`src/hw/rtl/bfdg_pkg.sv`:
```
// bfdg_pkg: shared types, constants and the 5-row font rom for the text dot generator
// no dependencies; used by every rtl file of the block
`default_nettype none

package bfdg_pkg;

  localparam int GLYPH_ROWS = 5;
  localparam int GLYPH_COLS = 5;
  localparam int CELLS      = GLYPH_ROWS * GLYPH_COLS;
  localparam int GAP_COLS   = 1;
  localparam int BLANK_COLS = 3;
  localparam int SCALE_W    = 5;
  localparam int SCALE_MAX  = 16;
  localparam int CODE_W     = 8;
  localparam int START_W    = 12;
  localparam int OUT_W      = 16;
  localparam int WIDTH_W    = 3;

  typedef struct packed {
    logic               hit;
    logic [WIDTH_W-1:0] width;
    logic [CELLS-1:0]   bits;   // row-major, top row and left column at the msb
  } glyph_t;

  // start command from the pen logic to the cell scanner
  typedef struct packed {
    logic             go;
    logic [CELLS-1:0] bits;
  } scan_ctl_t;

  typedef struct packed {
    logic             dot_valid;
    logic [OUT_W-1:0] dot_x;
    logic [OUT_W-1:0] dot_y;
    logic [OUT_W-1:0] next_pen_x;
    logic             last;
  } out_item_t;

  function automatic glyph_t mk_glyph(input logic [WIDTH_W-1:0] w,
                                      input logic [4:0] r0, input logic [4:0] r1,
                                      input logic [4:0] r2, input logic [4:0] r3,
                                      input logic [4:0] r4);
    glyph_t g;
    g.hit   = 1'b1;
    g.width = w;
    g.bits  = {r0, r1, r2, r3, r4};
    return g;
  endfunction

  function automatic glyph_t glyph_lookup(input logic [CODE_W-1:0] code);
    glyph_t g;
    g.hit   = 1'b0;
    g.width = WIDTH_W'(BLANK_COLS);
    g.bits  = '0;
    case (code)
      8'h30: g = mk_glyph(3'd3, 5'h1C, 5'h14, 5'h14, 5'h14, 5'h1C); // 0
      8'h31: g = mk_glyph(3'd3, 5'h08, 5'h18, 5'h08, 5'h08, 5'h1C); // 1
      8'h32: g = mk_glyph(3'd3, 5'h1C, 5'h04, 5'h1C, 5'h10, 5'h1C); // 2
      8'h33: g = mk_glyph(3'd3, 5'h1C, 5'h04, 5'h1C, 5'h04, 5'h1C); // 3
      8'h34: g = mk_glyph(3'd3, 5'h14, 5'h14, 5'h1C, 5'h04, 5'h04); // 4
      8'h35: g = mk_glyph(3'd3, 5'h1C, 5'h10, 5'h1C, 5'h04, 5'h1C); // 5
      8'h36: g = mk_glyph(3'd3, 5'h1C, 5'h10, 5'h1C, 5'h14, 5'h1C); // 6
      8'h37: g = mk_glyph(3'd3, 5'h1C, 5'h04, 5'h04, 5'h04, 5'h04); // 7
      8'h38: g = mk_glyph(3'd3, 5'h1C, 5'h14, 5'h1C, 5'h14, 5'h1C); // 8
      8'h39: g = mk_glyph(3'd3, 5'h1C, 5'h14, 5'h1C, 5'h04, 5'h1C); // 9
      8'h41: g = mk_glyph(3'd3, 5'h08, 5'h14, 5'h1C, 5'h14, 5'h14); // A
      8'h42: g = mk_glyph(3'd3, 5'h18, 5'h14, 5'h18, 5'h14, 5'h18); // B
      8'h43: g = mk_glyph(3'd3, 5'h1C, 5'h10, 5'h10, 5'h10, 5'h1C); // C
      8'h44: g = mk_glyph(3'd3, 5'h18, 5'h14, 5'h14, 5'h14, 5'h18); // D
      8'h45: g = mk_glyph(3'd3, 5'h1C, 5'h10, 5'h18, 5'h10, 5'h1C); // E
      8'h46: g = mk_glyph(3'd3, 5'h1C, 5'h10, 5'h18, 5'h10, 5'h10); // F
      8'h47: g = mk_glyph(3'd3, 5'h1C, 5'h10, 5'h14, 5'h14, 5'h1C); // G
      8'h48: g = mk_glyph(3'd3, 5'h14, 5'h14, 5'h1C, 5'h14, 5'h14); // H
      8'h49: g = mk_glyph(3'd3, 5'h1C, 5'h08, 5'h08, 5'h08, 5'h1C); // I
      8'h4A: g = mk_glyph(3'd3, 5'h04, 5'h04, 5'h04, 5'h14, 5'h1C); // J
      8'h4B: g = mk_glyph(3'd3, 5'h14, 5'h14, 5'h18, 5'h14, 5'h14); // K
      8'h4C: g = mk_glyph(3'd3, 5'h10, 5'h10, 5'h10, 5'h10, 5'h1C); // L
      8'h4D: g = mk_glyph(3'd5, 5'h11, 5'h1B, 5'h15, 5'h11, 5'h11); // M
      8'h4E: g = mk_glyph(3'd4, 5'h12, 5'h1A, 5'h16, 5'h12, 5'h12); // N
      8'h4F: g = mk_glyph(3'd3, 5'h1C, 5'h14, 5'h14, 5'h14, 5'h1C); // O
      8'h50: g = mk_glyph(3'd3, 5'h1C, 5'h14, 5'h1C, 5'h10, 5'h10); // P
      8'h51: g = mk_glyph(3'd3, 5'h1C, 5'h14, 5'h14, 5'h1C, 5'h04); // Q
      8'h52: g = mk_glyph(3'd3, 5'h18, 5'h14, 5'h18, 5'h14, 5'h14); // R
      8'h53: g = mk_glyph(3'd3, 5'h1C, 5'h10, 5'h1C, 5'h04, 5'h1C); // S
      8'h54: g = mk_glyph(3'd3, 5'h1C, 5'h08, 5'h08, 5'h08, 5'h08); // T
      8'h55: g = mk_glyph(3'd3, 5'h14, 5'h14, 5'h14, 5'h14, 5'h1C); // U
      8'h56: g = mk_glyph(3'd3, 5'h14, 5'h14, 5'h14, 5'h14, 5'h08); // V
      8'h57: g = mk_glyph(3'd5, 5'h11, 5'h11, 5'h15, 5'h1B, 5'h11); // W
      8'h58: g = mk_glyph(3'd3, 5'h14, 5'h14, 5'h08, 5'h14, 5'h14); // X
      8'h59: g = mk_glyph(3'd3, 5'h14, 5'h14, 5'h08, 5'h08, 5'h08); // Y
      8'h5A: g = mk_glyph(3'd3, 5'h1C, 5'h04, 5'h08, 5'h10, 5'h1C); // Z
      8'h3A: g = mk_glyph(3'd3, 5'h00, 5'h08, 5'h00, 5'h08, 5'h00); // colon
      8'h2E: g = mk_glyph(3'd3, 5'h00, 5'h00, 5'h00, 5'h00, 5'h08); // period
      8'h25: g = mk_glyph(3'd3, 5'h14, 5'h04, 5'h08, 5'h10, 5'h14); // percent
      8'h2D: g = mk_glyph(3'd3, 5'h00, 5'h00, 5'h1C, 5'h00, 5'h00); // minus
      8'h28: g = mk_glyph(3'd2, 5'h08, 5'h10, 5'h10, 5'h10, 5'h08); // open paren
      8'h29: g = mk_glyph(3'd2, 5'h10, 5'h08, 5'h08, 5'h08, 5'h10); // close paren
      default: g.hit = 1'b0;
    endcase
    return g;
  endfunction

endpackage

`default_nettype wire

```
`src/hw/rtl/bfdg_cell_scan.sv`:
```
// bfdg_cell_scan: shifts bitmap out one cell per unstalled cycle, tracks dot coordinates
// depends on bfdg_pkg
`default_nettype none

module bfdg_cell_scan import bfdg_pkg::*; #(
  parameter int COORD_BITS = 16
) (
  input  wire                   clk,
  input  wire                   rst_n,
  input  scan_ctl_t             ctl,
  input  wire  [COORD_BITS-1:0] base_x,
  input  wire  [COORD_BITS-1:0] base_y,
  input  wire  [COORD_BITS-1:0] next_x,
  input  wire  [SCALE_W-1:0]    scale,
  input  wire                   slot_free,
  output logic                  idle,
  output logic                  push,
  output out_item_t             item
);

  typedef enum logic [2:0] {
    ST_IDLE  = 3'b001,
    ST_SCAN  = 3'b010,
    ST_CLOSE = 3'b100
  } scan_state_t;

  scan_state_t            state_r, state_nxt;
  logic [CELLS-1:0]       bits_r, bits_nxt, bits_shift;
  logic [WIDTH_W-1:0]     col_r, col_nxt;
  logic [COORD_BITS-1:0]  acc_x_r, acc_x_nxt;
  logic [COORD_BITS-1:0]  acc_y_r, acc_y_nxt;
  logic [COORD_BITS-1:0]  base_x_r, base_x_nxt;
  logic [COORD_BITS-1:0]  next_x_r, next_x_nxt;

  function automatic logic [COORD_BITS-1:0] sat_add(input logic [COORD_BITS-1:0] a,
                                                    input logic [SCALE_W-1:0] b);
    logic [COORD_BITS:0] s;
    s = {1'b0, a} + (COORD_BITS+1)'(b);
    return s[COORD_BITS] ? '1 : s[COORD_BITS-1:0];
  endfunction

  assign idle       = (state_r == ST_IDLE);
  assign bits_shift = {bits_r[CELLS-2:0], 1'b0};

  always_comb begin
    state_nxt  = state_r;
    bits_nxt   = bits_r;
    col_nxt    = col_r;
    acc_x_nxt  = acc_x_r;
    acc_y_nxt  = acc_y_r;
    base_x_nxt = base_x_r;
    next_x_nxt = next_x_r;
    push       = 1'b0;
    item       = '0;
    unique case (state_r)
      ST_IDLE: begin
        if (ctl.go) begin
          bits_nxt   = ctl.bits;
          col_nxt    = '0;
          acc_x_nxt  = base_x;
          acc_y_nxt  = base_y;
          base_x_nxt = base_x;
          next_x_nxt = next_x;
          state_nxt  = (ctl.bits == '0) ? ST_CLOSE : ST_SCAN;
        end
      end
      ST_SCAN: begin
        item.dot_valid  = 1'b1;
        item.dot_x      = OUT_W'(acc_x_r);
        item.dot_y      = OUT_W'(acc_y_r);
        item.next_pen_x = OUT_W'(next_x_r);
        if (slot_free) begin
          push     = bits_r[CELLS-1];
          bits_nxt = bits_shift;
          if (col_r == WIDTH_W'(GLYPH_COLS - 1)) begin
            col_nxt   = '0;
            acc_x_nxt = base_x_r;
            acc_y_nxt = sat_add(acc_y_r, scale);
          end else begin
            col_nxt   = col_r + 1'b1;
            acc_x_nxt = sat_add(acc_x_r, scale);
          end
          // nothing lit further on: go straight to the closing item
          if (bits_shift == '0) begin
            state_nxt = ST_CLOSE;
          end
        end
      end
      ST_CLOSE: begin
        item.last       = 1'b1;
        item.next_pen_x = OUT_W'(next_x_r);
        if (slot_free) begin
          push      = 1'b1;
          state_nxt = ST_IDLE;
        end
      end
      default: state_nxt = ST_IDLE;
    endcase
  end

  always_ff @(posedge clk) begin
    if (!rst_n) begin
      state_r <= ST_IDLE;
    end else begin
      state_r <= state_nxt;
    end
  end

  always_ff @(posedge clk) begin
    bits_r   <= bits_nxt;
    col_r    <= col_nxt;
    acc_x_r  <= acc_x_nxt;
    acc_y_r  <= acc_y_nxt;
    base_x_r <= base_x_nxt;
    next_x_r <= next_x_nxt;
  end

endmodule

`default_nettype wire

```
`config.mk`:
```
export PLATFORM = sky130hd
export DESIGN_NAME = bfdg_cell_scan
export DESIGN_NICKNAME = d
export VERILOG_FILES = /design/src/hw/rtl/bfdg_pkg.sv /design/src/hw/rtl/bfdg_cell_scan.sv
export SDC_FILE = /design/constraint.sdc
export NUM_CORES = 1
export LEC_CHECK = 0
export BUFFER_PORTS_ARGS = -buffer_cell sky130_fd_sc_hd__buf_2
export CELL_PAD_IN_SITES_DETAIL_PLACEMENT = 1
export CELL_PAD_IN_SITES_GLOBAL_PLACEMENT = 1
export CORE_MARGIN = 4
export CORE_UTILIZATION = 37
export CTS_CLUSTER_SIZE = 25
export DETAILED_ROUTE_END_ITERATION = 10
export HOLD_SLACK_MARGIN = 0.03
export PLACE_DENSITY = 0.86
export SLEW_MARGIN = 40
export SYNTH_ARGS = -nofsm -noshare
export SYNTH_HDL_FRONTEND = slang
export SYNTH_SLANG_ARGS = --single-unit
```
`constraint.sdc`:
```
create_clock -name clk -period 2.5 [get_ports clk]
set_input_delay 0.625 -clock clk [delete_from_list [all_inputs] [get_ports clk]]
set_output_delay 0.625 -clock clk [all_outputs]
set_load 0.02 [all_outputs]
```
## Word level (Yosys, flattened, before mapping)

Index checks and enable logic that the tools add are counted.

- Flip-flop bits (word level): 95
- Logic and storage cells: 56
- Input bits: 82
- Output and inout port bits: 52

- $add $sub $neg: 3
- Reductions and logical operators: 8
- Multiplexer cells: 29
- Eq/ne operators: 9

Operators by type and width:

| operator | number |
|---|---|
| 16-bit two-way mux | 9 |
| 16-bit one-hot mux with 2 select lines | 2 |
| 25-bit logical NOT | 2 |
| 25-bit two-way mux | 2 |
| 25-bit one-hot mux with 2 select lines | 1 |
| 16-bit by 5-bit adder with 17-bit output | 2 |
| 33-bit two-way mux | 1 |
| 3-bit two-way mux | 8 |
| 2-bit != test, second input constant | 5 |
| 3-bit one-hot mux with 3 select lines | 1 |
| 4-bit AND reduction | 2 |
| 3-bit == test, second input constant | 2 |
| 3-bit one-hot mux with 2 select lines | 1 |
| 3-bit by 1-bit adder with 3-bit output, second input constant | 1 |
| 3-bit by 1-bit == test with 1-bit output, second input constant | 1 |
| 3-bit by 2-bit == test with 1-bit output, second input constant | 1 |
| 1-bit two-way mux | 3 |
| 3-bit AND reduction | 1 |
| 1-bit one-hot mux with 2 select lines | 1 |
| 2-bit AND reduction | 1 |
| 2-bit nonzero test | 1 |
| 2-bit OR reduction | 1 |

## Depth between registers and ports, before layout

Gate-level depths: netlist of run 1.

- Word-level depth: 5
- Mapped depth: 8
- Gate-level depth less buffers: 7

## Worst setup path after synthesis of run 1

OpenSTA, ideal clock, no wires.

- Path kind: reg2reg
- Start point: register state_r[0]
- End point: register acc_y_r[0], enable pin
- Setup time: 414 ps
- Buffers on the path: 1
- Data arrival time: 2209 ps
- Cell stages (with the launch flop): 7
- Required time: 2086 ps
- Clock period less this slack: 2623 ps
- Path slack: -123 ps
- Cells stage by stage: dfxtp_1 inv_1 nand3b_1 inv_2 clkbuf_1 nand2_1 o31ai_1

- Longest elaborated chain between the ends: 3
- Elaborated cells between the ends (all ways): 7
- Those cells by class: eq/ne (5); reduce/logical (2)

Ends and longest elaborated chain:

| item | RTL line | text |
|---|---|---|
| start: declaration | bfdg_cell_scan.sv:27 | `scan_state_t state_r, state_nxt;` |
| start signal: assignment | bfdg_cell_scan.sv:105 | `state_r <= state_nxt;` |
| 3-bit by 2-bit == test with 1-bit output / 3-bit by 1-bit == test with 1-bit output (equally long branches) | bfdg_cell_scan.sv:55 | `unique case (state_r)` |
| 2-bit != test (no source line) / 2-bit nonzero test (equally long branches) | - |  |
| 4-bit AND reduction (no source line) (*) | - |  |
| end signal: assignment | bfdg_cell_scan.sv:113 | `acc_y_r <= acc_y_nxt;` |
| end: declaration | bfdg_cell_scan.sv:31 | `logic [COORD_BITS-1:0] acc_y_r, acc_y_nxt;` |

Mark *: on every way between the ends. The rest lies on a longest branch, timed or not.
A chain may end at the register's enable or synchronous reset.

## Final worst setup path of run 1

- Start point: register acc_y_r[0]
- End point: register acc_y_r[15], data pin

- Longest elaborated chain between the ends: 5

Ends and longest elaborated chain:

| item | RTL line | text |
|---|---|---|
| 16-bit by 5-bit adder with 17-bit output | bfdg_cell_scan.sv:38 | `s = {1'b0, a} + (COORD_BITS+1)'(b);` |
| 16-bit two-way mux | bfdg_cell_scan.sv:39 | `return s[COORD_BITS] ? '1 : s[COORD_BITS-1:0];` |
| 16-bit two-way mux | bfdg_cell_scan.sv:75 | `if (col_r == WIDTH_W'(GLYPH_COLS - 1)) begin` |
| 16-bit two-way mux | bfdg_cell_scan.sv:72 | `if (slot_free) begin` |
| 16-bit one-hot mux with 2 select lines | bfdg_cell_scan.sv:55 |  |
| named net acc_y_nxt[15] | bfdg_cell_scan.sv:31 |  |

The timed path passes the listed nets, and every way through them passes these cells. The select of a mux whose other input is x is not followed.

==> summary.txt, run 1 <==
Status
  – Status: completed

Hold path
  – Hold Path Stages: 1
  – Hold Path End: next_x_r[4]
  – Worst hold start: next_x[4]
  – Hold Path Class: in2reg

Flow run
  – Max-cap violations: 0

Logic synthesis
  – Syn Std Cell Area: 0.00516 mm^2
  – Syn Inst Count: 495
  – Mapped Nets: 591
  – Async set-reset flop share out of synthesis: 0%
  – Flops & latches, synth: 95
  – Number of synthesized flops with an enable pin: 92
  – Top FF cell, synth: edfxtp_1
  – Syn. warnings: 0
  – Sequential area share after synthesis: 54.7%
  – Synth cell types: 54
  – Average instance area after synthesis: between 10 and 15 um^2

Routing
  – Met1 WL: 6050 um
  – Post-Route WL: between 10000 and 15000 um
  – WL met2: 7260 um
  – Drt drc: 0
  – Via count: 4340
  – Max layer used: met5
  – Vias per inst: 5.29
  – DRT Pass-1 Iters: 4
  – Antenna viol nets, final: 0
  – Initial DRC count: 240
  – Met3 Routed Length: 728 um
  – Drt wl/cell: 17.3 um

STA
  – RSZ-0062 raised after global routing: yes
  – Post-route clock period utilization: 97.2%
  – Actual slew at the worst max-slew pin: slightly above 600 ps
  – Top achievable clock speed: 0.412 GHz
  – Final Max Tran Viols: 0
  – Worst rel slew slack: 59.7%
  – Setup violators final: 0
  – Final worst slack: 70.7 ps
  – Final setup TNS: 0 ps
  – WHS: 449 ps
  – Clk_skew: around 11 ps
  – Post-route minimum period: 2430 ps
  – Final Hold Vio Count: 0

Power and ir drop
  – Leak: 2.67 nW
  – Power Dens Cells: slightly above 600 mW/mm^2
  – Peak supply drop: around 0.36 mV

Floorplanning
  – Die area: 0.0159 mm^2
  – Row count: 42
  – Starting density of the core: 38.3%
  – Io pins: 134
  – Die Width: 126 um
  – Core Box Area: 0.0135 mm^2
  – Die height: 126 um

Critical path
  – Critical Path Start Type: flop
  – Critical path, cell by cell: ha_2, fa_2, a211oi_2, o21bai_1, or4_1, o21ai_1, o21ai_1
  – Flop2flop setup slack: around 71 ps
  – Worst-case reg-to-reg path depth: 7
  – Crit Path Class: reg2reg
  – Worst Path Arrival: between 2000 and 3000 ps
  – Cell with the most instances on the worst path: o21ai_1
  – Crit-path max FO: 3
  – Critical Path Max Stage Delay: 550 ps
  – Worst endpoint required time: 2600 ps
  – R2R Path End: acc_y_r[15]
  – Start of the worst register-to-register path: acc_y_r[0]
  – Critical Path End Type: flop
  – Crit-path slowest cell: or4_1

CTS
  – CTS root buf: clkbuf_16
  – Clock transition at the registers of the reported paths: 60 ps
  – Worst skew pair latency: 350 ps
  – H-tree levels: 3
  – Clock Sinks: 95
  – Max Root-Sink Buffers: 2
  – CTS Buf Count: 9
  – CTS tree: built

Placement
  – HPWL after DPL: 10500 um
  – Pre-CTS setup slack: -236 ps
  – Number of input and output port buffers inserted: 133
  – Placed insts: 803
  – GPL Wtd Cong: 0.833

Final layout
  – Ratio of cells with drive above 1 in the final layout: 30.4%
  – Final instance count without filler cells: 821
  – Fin util: 47.9%
  – Synthesis-to-layout area growth: 25.1%
  – Most frequent cells in the layout: buf_2 (133), nand2_1 (96), edfxtp_1 (92)
  – Most common cell after layout, fill and taps aside: buf_2
  – Ant. Diodes: 0
  – Final net count: 736

Global routing
  – GR Overflow Total: 0
  – GRT Util Overall: 18.3%
  – Initial antenna violation count: 1
  – Global-route wire length before repair: approximately 24000 um
  – Vias in the first global route: between 4000 and 5000
  – Largest net degree at the start of global routing: 95
## final cells by class
type | count | area, um^2
Clock buffer | 12 | 246
Clock inverter | 4 | 56.3
Fill cell | 1576 | 7000
Inverter | 8 | 30.0
Multi-Input combinational cell | 372 | 2240
Sequential cell | 95 | 2820
Tap cell | 176 | 220
Timing Repair Buffer | 154 | 836
## metrics by stage
stage	area [um^2]	power (mW)
final	6450	3.95
after global routing	6450	4.15
after CTS	6430	4.00
after detailed placement	6130	2.57
after global placement	6130	2.53
after floorplan	5170	2.32
## metal layers
| layer | vias up | track usage (%) |
|---|---|---|
| met5 | - | 0 |
| met4 | 2 | 6.18 |
| met3 | 13 | 3.81 |
| met2 | 111 | 32.3 |
| met1 | 2144 | 22.3 |
| li1 | 2070 | - |
## power by group
group          total, mW  leakage [nW]  internal, mW  switching (mW)
combinational      0.570          1.62         0.231           0.339
sequential          1.97         0.903          1.90          0.0757
clock               1.40         0.147         0.809           0.596
total               3.95          2.67          2.94            1.01
## worst max path at each step
stage,slack (ps),to,startpoint,cells after the start
after floorplan,5,acc_x_r[15],scale[0],7
after global placement,-200,acc_x_r[15],scale[0],8
after detailed placement,-240,acc_y_r[15],scale[0],8
after CTS,40,acc_y_r[15],acc_y_r[0],7
after global routing,-90,item[3],state_r[0],6
final,70,acc_y_r[15],acc_y_r[0],7
## cell usage after synthesis (5+ instances only)
master    count  area [um^2]
a21o_1        5         37.5
a21oi_1      17         85.1
a21oi_2       9         78.8
a31oi_1       5         31.3
and2_1       33          206
clkbuf_1     16         60.1
edfxtp_1     92         2760
ha_1         12          150
inv_1         7         26.3
nand2_1      97          364
nand3_1       7         35.0
nand4_1       5         31.3
nor2_1       30          113
nor2b_1      20          125
nor3_1       12         60.1
nor4_1       10         62.6
o21ai_0      27          135
o21ai_1       9         45.0
or3_1        14         87.6
xnor2_1       7         61.3
xor2_1       10         87.6
## registers in the layout, indices dropped and copies added (netlist names)
register and flops:
next_x_r 16, bits_r 25, acc_x_r 16, acc_y_r 16
state_r 3, col_r 3, base_x_r 16
## logic make-up (layout without fill, tap and decap cells)
family / Yosys count / after routing / share of synthesized area [%]
fa+ha+maj: 14 / 14 / 3.69
simple gates: 247 / 247 / 24.6
xor+xnor: 17 / 17 / 2.89
flops: 95 / 95 / 54.7
compound gates: 91 / 91 / 11.3
buf+inv: 28 / 178 / 2.21
mux: 3 / 3 / 0.582
## repair_timing
action                                  in CTS  in global routing
gates resized for setup                      0                  1
endpoints found under the setup margin       0                 21
hold buffers                                 0                  0
hold endpoints to repair                     0                  0
setup buffers                                0                  2
## critical path, delay by kind of cell, from the launching register on
| family | cells | cell delay (ps) |
|---|---|---|
| flops | 1 | 390 |
| simple gates | 1 | 550 |
| fa+ha+maj | 2 | 600 |
| compound gates | 4 | 650 |
Power figures use the tool's default switching activity.
==> run 2, diff against run 1 <==
--- a/config.mk
+++ b/config.mk
@@ -14,6 +14,7 @@
 export DETAILED_ROUTE_END_ITERATION = 10
 export HOLD_SLACK_MARGIN = 0.03
 export PLACE_DENSITY = 0.86
+export REMOVE_ABC_BUFFERS = 1
 export SLEW_MARGIN = 40
 export SYNTH_ARGS = -nofsm -noshare
 export SYNTH_HDL_FRONTEND = slang
==> run 2 against run 1 <==
Effect of this change: non-clock buffer count grew 3; fmax fell by 0.23%; worst hold slack better by 3.9 ps; highest routed layer unchanged; utilization is 0.36 points higher; largest cell class unchanged; sequential cell count stayed put; critical path type unchanged; combinational power about the same; first-iteration DRC count down 28%; critical endpoint unchanged.
==> summary.txt, run 2 (synthesis gave the netlist of run 1 again) <==
Routing
  – Post-Route WL: 14200 um (-0.58%)
  – Drt wl/cell: 17.2 um (-0.70%)
  – Antenna viol nets, final: 0 (unchanged)
  – Drt drc: 0 (unchanged)
  – Vias per inst: 5.23 (-1.1%)
  – Via count: 4299 (-0.94%)
  – Initial DRC count: 174 (-28%)
  – DRT Pass-1 Iters: 4 (unchanged)

Status
  – Status: completed

Final layout
  – Ant. Diodes: 0 (unchanged)
  – Max FFs per register: 25 (unchanged)
  – Sequential cell area: 0.00282 mm^2 (unchanged)
  – Final net count: 739 (+0.41%)
  – FILL cells: 1586 (+0.63%)
  – Most common cell after layout, fill and taps aside: buf_2
  – Most frequent cells in the layout: buf_2 (133), nand2_1 (96), edfxtp_1 (92)
  – Multi-input logic area: 0.00224 mm^2 (about the same)
  – Fin util: 48.3% (+0.36 points)
  – Final instance count without filler cells: 822 (+0.12%)
  – Ratio of cells with drive above 1 in the final layout: 30.5% (+0.11 points)
  – Synthesis-to-layout area growth: 26.0%
  – Largest Register: bits_r

Power and ir drop
  – Comb pwr share: 13.9% (-0.5 points)
  – Int Pwr: 3.09 mW (+5.2%)
  – Peak supply drop: 0.278 mV (-23%)
  – Sw Ratio: 24.2% (-1.4 points)
  – Leak: 2.70 nW (+1.2%)
  – Sequential share of power: 48.4% (-1.6 points)
  – Design Power: 4.08 mW (+3.3%)
  – Clk network pwr share: 37.7% (+2.1 points)
  – Power Dens Cells: 628 mW/mm^2 (+2.6%)
  – Psw: 989 uW (-2.2%)

Critical path
  – Critical path, cell by cell: ha_1, fa_1, a211oi_2, o21bai_1, or4_1, o21ai_1, o21ai_1
  – Worst-case reg-to-reg path depth: 7 (unchanged)
  – Crit-path max FO: 2 (-1)
  – Crit Path Class: reg2reg
  – Worst endpoint required time: 2600 ps (about the same)
  – Crit-path slowest cell: or4_1
  – Critical Path End Type: flop
  – Worst Path Arrival: 2540 ps (about the same)
  – Critical Path Max Stage Delay: 530 ps (-20 ps)
  – Flop2flop setup slack: 70 ps (about the same)
  – Cell with the most instances on the worst path: o21ai_1
  – R2R Path End: acc_y_r[15]
  – Start of the worst register-to-register path: acc_y_r[0]
  – Critical Path Start Type: flop

Global routing
  – Largest net degree at the start of global routing: 49 (-48%)
  – GRT Util Overall: 17.9% (-0.41 points)
  – Global-route wire length before repair: 23000 um (-2.5%)
  – GR Overflow Total: 0 (unchanged)
  – Vias in the first global route: 4616 (-1.6%)
  – Initial antenna violation count: 3 (+2)

CTS
  – Clock Sinks: 95 (unchanged)
  – Post-CTS Setup Inserts: 0 (unchanged)
  – Post_cts resized: 0 (unchanged)
  – CTS root buf: clkbuf_16
  – Worst skew pair latency: 350 ps (about the same)
  – Clock transition at the registers of the reported paths: 70 ps (about the same)
  – H-tree levels: 3 (unchanged)
  – Max Root-Sink Buffers: 2 (unchanged)
  – CTS Buf Count: 9 (unchanged)
  – CTS tree: built
  – CTS Hold Bufs: 0 (unchanged)

Floorplanning
  – Io pins: 134 (unchanged)
  – Die Width: 126 um (unchanged)
  – Row count: 42 (unchanged)
  – Die area: 0.0159 mm^2 (unchanged)
  – Die height: 126 um (unchanged)
  – Core Box Area: 0.0135 mm^2 (unchanged)
  – Starting density of the core: 38.3% (unchanged)

Placement
  – GPL Wtd Cong: 0.821 (-1.5%)
  – HPWL after DPL: 10700 um (+1.9%)
  – Number of input and output port buffers inserted: 133 (unchanged)
  – Placed insts: 808 (+0.62%)

Hold path
  – Hold Path End: next_x_r[15]
  – Hold Path Stages: 1 (unchanged)
  – Worst hold start: next_x[15]
  – Hold Path Class: in2reg

STA
  – Post-route minimum period: 2430 ps (+5.71 ps)
  – Setup violators final: 0 (unchanged)
  – Post-route clock period utilization: 97.4% (+0.23 points)
  – Final Max Tran Viols: 0 (unchanged)
  – WHS: 453 ps (+3.90 ps)
  – RSZ-0062 raised after global routing: no
  – Top achievable clock speed: 0.411 GHz (-0.23%)
  – Final Hold Vio Count: 0 (unchanged)
  – Actual slew at the worst max-slew pin: 590 ps (-14.4 ps)
  – Worst rel slew slack: 60.6% (+0.96 points)
  – Clk_skew: 6.43 ps (-4.87 ps)

Flow run
  – Max-cap violations: 0 (unchanged)
run 2: area by class of cell:
class | instances | share of cell area, %
clock buffers | 9 | 3.47
inverters | 8 | 0.462
well taps | 176 | 3.39
clock inverters | 5 | 1.52
flip-flops and latches | 95 | 43.4
multi-input cells | 372 | 34.5
repair buffers | 157 | 13.3
run 2: worst max path at each step:
stage	depth (start not counted)	to	from
after floorplan	5	acc_y_r[0]	state_r[0]
after global placement	8	acc_y_r[15]	scale[0]
after detailed placement	8	acc_x_r[15]	scale[0]
after CTS	7	acc_y_r[15]	acc_y_r[0]
after global routing	6	item[1]	state_r[0]
final	7	acc_y_r[15]	acc_y_r[0]
run 2: worst max-delay path, delay by kind of cell, from the launching register on:
family                     cells  cell delay (ps)
adders and majority gates      2              660
AOI/OAI and AO/OA              4              580
and+or+nand+nor                1              530
DFF                            1              420
run 2: per-layer routing:
| layer | track usage, % | routed length (um) | vias up |
|---|---|---|---|
| met5 | 0 | 34 | - |
| met4 | 6.12 | 233 | 6 |
| met3 | 3.56 | 789 | 24 |
| met2 | 32.6 | 7360 | 103 |
| met1 | 21.0 | 5740 | 2095 |
| li1 | - | - | 2071 |
run 2: power groups by stage:
stage | Clock [mW] | Sequential, mW | Combinational (mW)
finish | 1.54 | 1.97 | 0.567
global route | 1.63 | 1.99 | 0.630
CTS | 1.57 | 1.98 | 0.572
detailed placement | 0 | 2.01 | 0.567
global placement | 0 | 2.00 | 0.535
floorplan | 0 | 1.98 | 0.333
run 2: stage by stage:
step                      worst slack [ps]  area [um^2]  TNS, ps
after detailed placement              -307         6160    -5010
after CTS                             32.0         6490        0
after floorplan                      -1630         5070  -141020
after global routing                  6.37         6500        0
after global placement                -236         6160    -2920
final                                 65.0         6500        0
==> run 3, diff against run 2 <==
--- a/config.mk
+++ b/config.mk
@@ -9,11 +9,13 @@
 export CELL_PAD_IN_SITES_DETAIL_PLACEMENT = 1
 export CELL_PAD_IN_SITES_GLOBAL_PLACEMENT = 1
 export CORE_MARGIN = 4
-export CORE_UTILIZATION = 37
+export CORE_UTILIZATION = 38
+export CTS_BUF_LIST = sky130_fd_sc_hd__clkbuf_8
 export CTS_CLUSTER_SIZE = 25
 export DETAILED_ROUTE_END_ITERATION = 10
+export GPL_ROUTABILITY_DRIVEN = 1
 export HOLD_SLACK_MARGIN = 0.03
-export PLACE_DENSITY = 0.86
+export PLACE_DENSITY = 0.88
 export REMOVE_ABC_BUFFERS = 1
 export SLEW_MARGIN = 40
 export SYNTH_ARGS = -nofsm -noshare
==> run 3 against run 2 <==
Effect of this change: power down 14%; combinational power grew 1%; sequential cell count did not move; routed wire length fell by 1.2%; final cell count is 0.49% higher; highest routed layer unchanged.
==> summary.txt, run 3 (synthesis gave the netlist of run 1 again) <==
Critical path
  – Critical Path Start Type: flop
  – Worst endpoint required time: 2620 ps (+20 ps)
  – Worst Path Arrival: 2500 ps (-40 ps)
  – Critical Path Max Stage Delay: 550 ps (+20 ps)
  – Crit-path slowest cell: or4_1
  – Family with the most delay on the worst path: compound AO/OA/AOI/OAI gates
  – Cell with the most instances on the worst path: o21ai_1
  – Crit-path max FO: 2 (unchanged)
  – Buf/Inv on CP: 0 (unchanged)
  – Critical path, cell by cell: ha_2, fa_2, a211oi_4, o21bai_1, or4_1, o21ai_1, o21ai_1
  – Crit Path Class: reg2reg
  – Critical Path End Type: flop

Routing
  – Post-Route WL: 14000 um (-1.2%)
  – Drt wl/cell: 16.9 um (-1.7%)
  – Via count: 4258 (-0.95%)
  – DRT Pass-1 Iters: 4 (unchanged)
  – Antenna viol nets, final: 0 (unchanged)
  – Initial DRC count: 194 (+11%)
  – Drt drc: 0 (unchanged)
  – Vias per inst: 5.15 (-1.4%)

STA
  – Actual slew at the worst max-slew pin: 516 ps (-73.6 ps)
  – Final Max Tran Viols: 0 (unchanged)
  – WHS: 428 ps (-24.3 ps)
  – Post-route minimum period: 2370 ps (-61.2 ps)
  – Setup violators final: 0 (unchanged)
  – Clk_skew: 8.40 ps (+1.96 ps)
  – Final Hold Vio Count: 0 (unchanged)
  – Final setup TNS: 0 ps (unchanged)
  – Top achievable clock speed: 0.421 GHz (+2.6%)
  – Worst rel slew slack: 65.6% (+4.9 points)
  – Post-route clock period utilization: 95.0% (-2.4 points)

Final layout
  – Max FFs per register: 25 (unchanged)
  – Final net count: 741 (+0.27%)
  – Fin util: 48.2% (-0.12 points)
  – Most common cell after layout, fill and taps aside: buf_2
  – Most frequent cells in the layout: buf_2 (133), nand2_1 (96), edfxtp_1 (92)
  – Ratio of cells with drive above 1 in the final layout: 30.7% (+0.17 points)
  – Synthesis-to-layout area growth: 23.7%
  – Final instance count without filler cells: 826 (+0.49%)
  – Largest Register: bits_r

CTS
  – CTS tree: built
  – Post-CTS Setup Inserts: 0 (unchanged)
  – H-tree levels: 3 (unchanged)
  – Worst skew pair latency: 360 ps (about the same)
  – CTS Buf Count: 9 (unchanged)
  – CTS root buf: clkbuf_8
  – Clock Sinks: 95 (unchanged)
  – Max Root-Sink Buffers: 2 (unchanged)
  – Clock transition at the registers of the reported paths: 90 ps (+20 ps)

Floorplanning
  – Row count: 42 (unchanged)
  – Die height: 125 um (-1.2%)
  – Die Width: 125 um (-1.2%)
  – Core Box Area: 0.0132 mm^2 (-1.6%)
  – Die area: 0.0155 mm^2 (-2.5%)
  – Starting density of the core: 38.9% (+0.61 points)
  – Io pins: 134 (unchanged)

Placement
  – GPL Wtd Cong: 0.816 (-0.63%)
  – Number of input and output port buffers inserted: 133 (unchanged)
  – HPWL after DPL: 10700 um (+0.42%)
  – Placed insts: 810 (+0.25%)

Power and ir drop
  – Leak: 2.64 nW (-2.2%)
  – Peak supply drop: 0.260 mV (-6.4%)
  – Power Dens Cells: 553 mW/mm^2 (-12%)

Status
  – Status: completed

Global routing
  – Global-route wire length before repair: 23400 um (+2.0%)
  – Largest net degree at the start of global routing: 70 (+43%)
  – GR Overflow Total: 0 (unchanged)
  – Vias in the first global route: 4589 (-0.58%)
  – GRT Util Overall: 18.4% (+0.45 points)
  – Initial antenna violation count: 1 (-2)

Hold path
  – Hold Path Class: in2reg

Flow run
  – Max-cap violations: 0 (unchanged)
## run 3: final timing paths
check,start,end,slack (ps),cells past startpoint
max reg2reg,acc_y_r[0],acc_y_r[15],130,7
max,acc_y_r[0],acc_y_r[15],130,7
min,next_x[11],next_x_r[11],430,1
min reg2reg,bits_r[13],bits_r[14],560,2
## run 3: repair_timing
action / CTS / global route
hold buffers: 0 / 0
gates resized for setup: 2 / 6
pin swaps: 0 / 1
hold endpoints to repair: 0 / 0
gates cloned: 0 / 0
endpoints found under the setup margin: 33 / 21
## run 3: routing by layer
metal  up-vias  share of wire, %  track usage (%)
li1       2074                 -                -
met1      2057                42             22.3
met2       111                52             32.9
met3        14               5.0             3.90
met4         2               1.2             5.16
met5         -              0.14                0
## run 3: power breakdown
part / switching (mW) / internal (mW) / total [mW] / leakage, nW
Sequential: 0.0760 / 1.90 / 1.97 / 0.903
Combinational: 0.335 / 0.239 / 0.574 / 1.65
Clock: 0.537 / 0.446 / 0.983 / 0.0914
## run 3: worst register-to-register path, stage by stage, from the launching register on
cell and delay [ps]:
edfxtp_1 400, ha_2 200, fa_2 380, a211oi_4 260, o21bai_1 130, or4_1 550, o21ai_1 140, o21ai_1 70
## run 3: through the flow
stage	setup slack [ps]	instance area (um^2)	power (mW)
after floorplan	-1630	5070	2.32
after CTS	0.849	6350	3.56
after global placement	-266	6160	2.53
after global routing	-2.79	6380	3.71
final	126	6380	3.53
after detailed placement	-340	6160	2.58
## run 3: area by class of cell
class | instances | area, um^2
Antenna cell | 1 | 2.50
Clock inverter | 6 | 53.8
Multi-Input combinational cell | 372 | 2250
Clock buffer | 9 | 124
Fill cell | 1573 | 6860
Sequential cell | 95 | 2820
Timing Repair Buffer | 159 | 873
Inverter | 8 | 30.0
Tap cell | 176 | 220
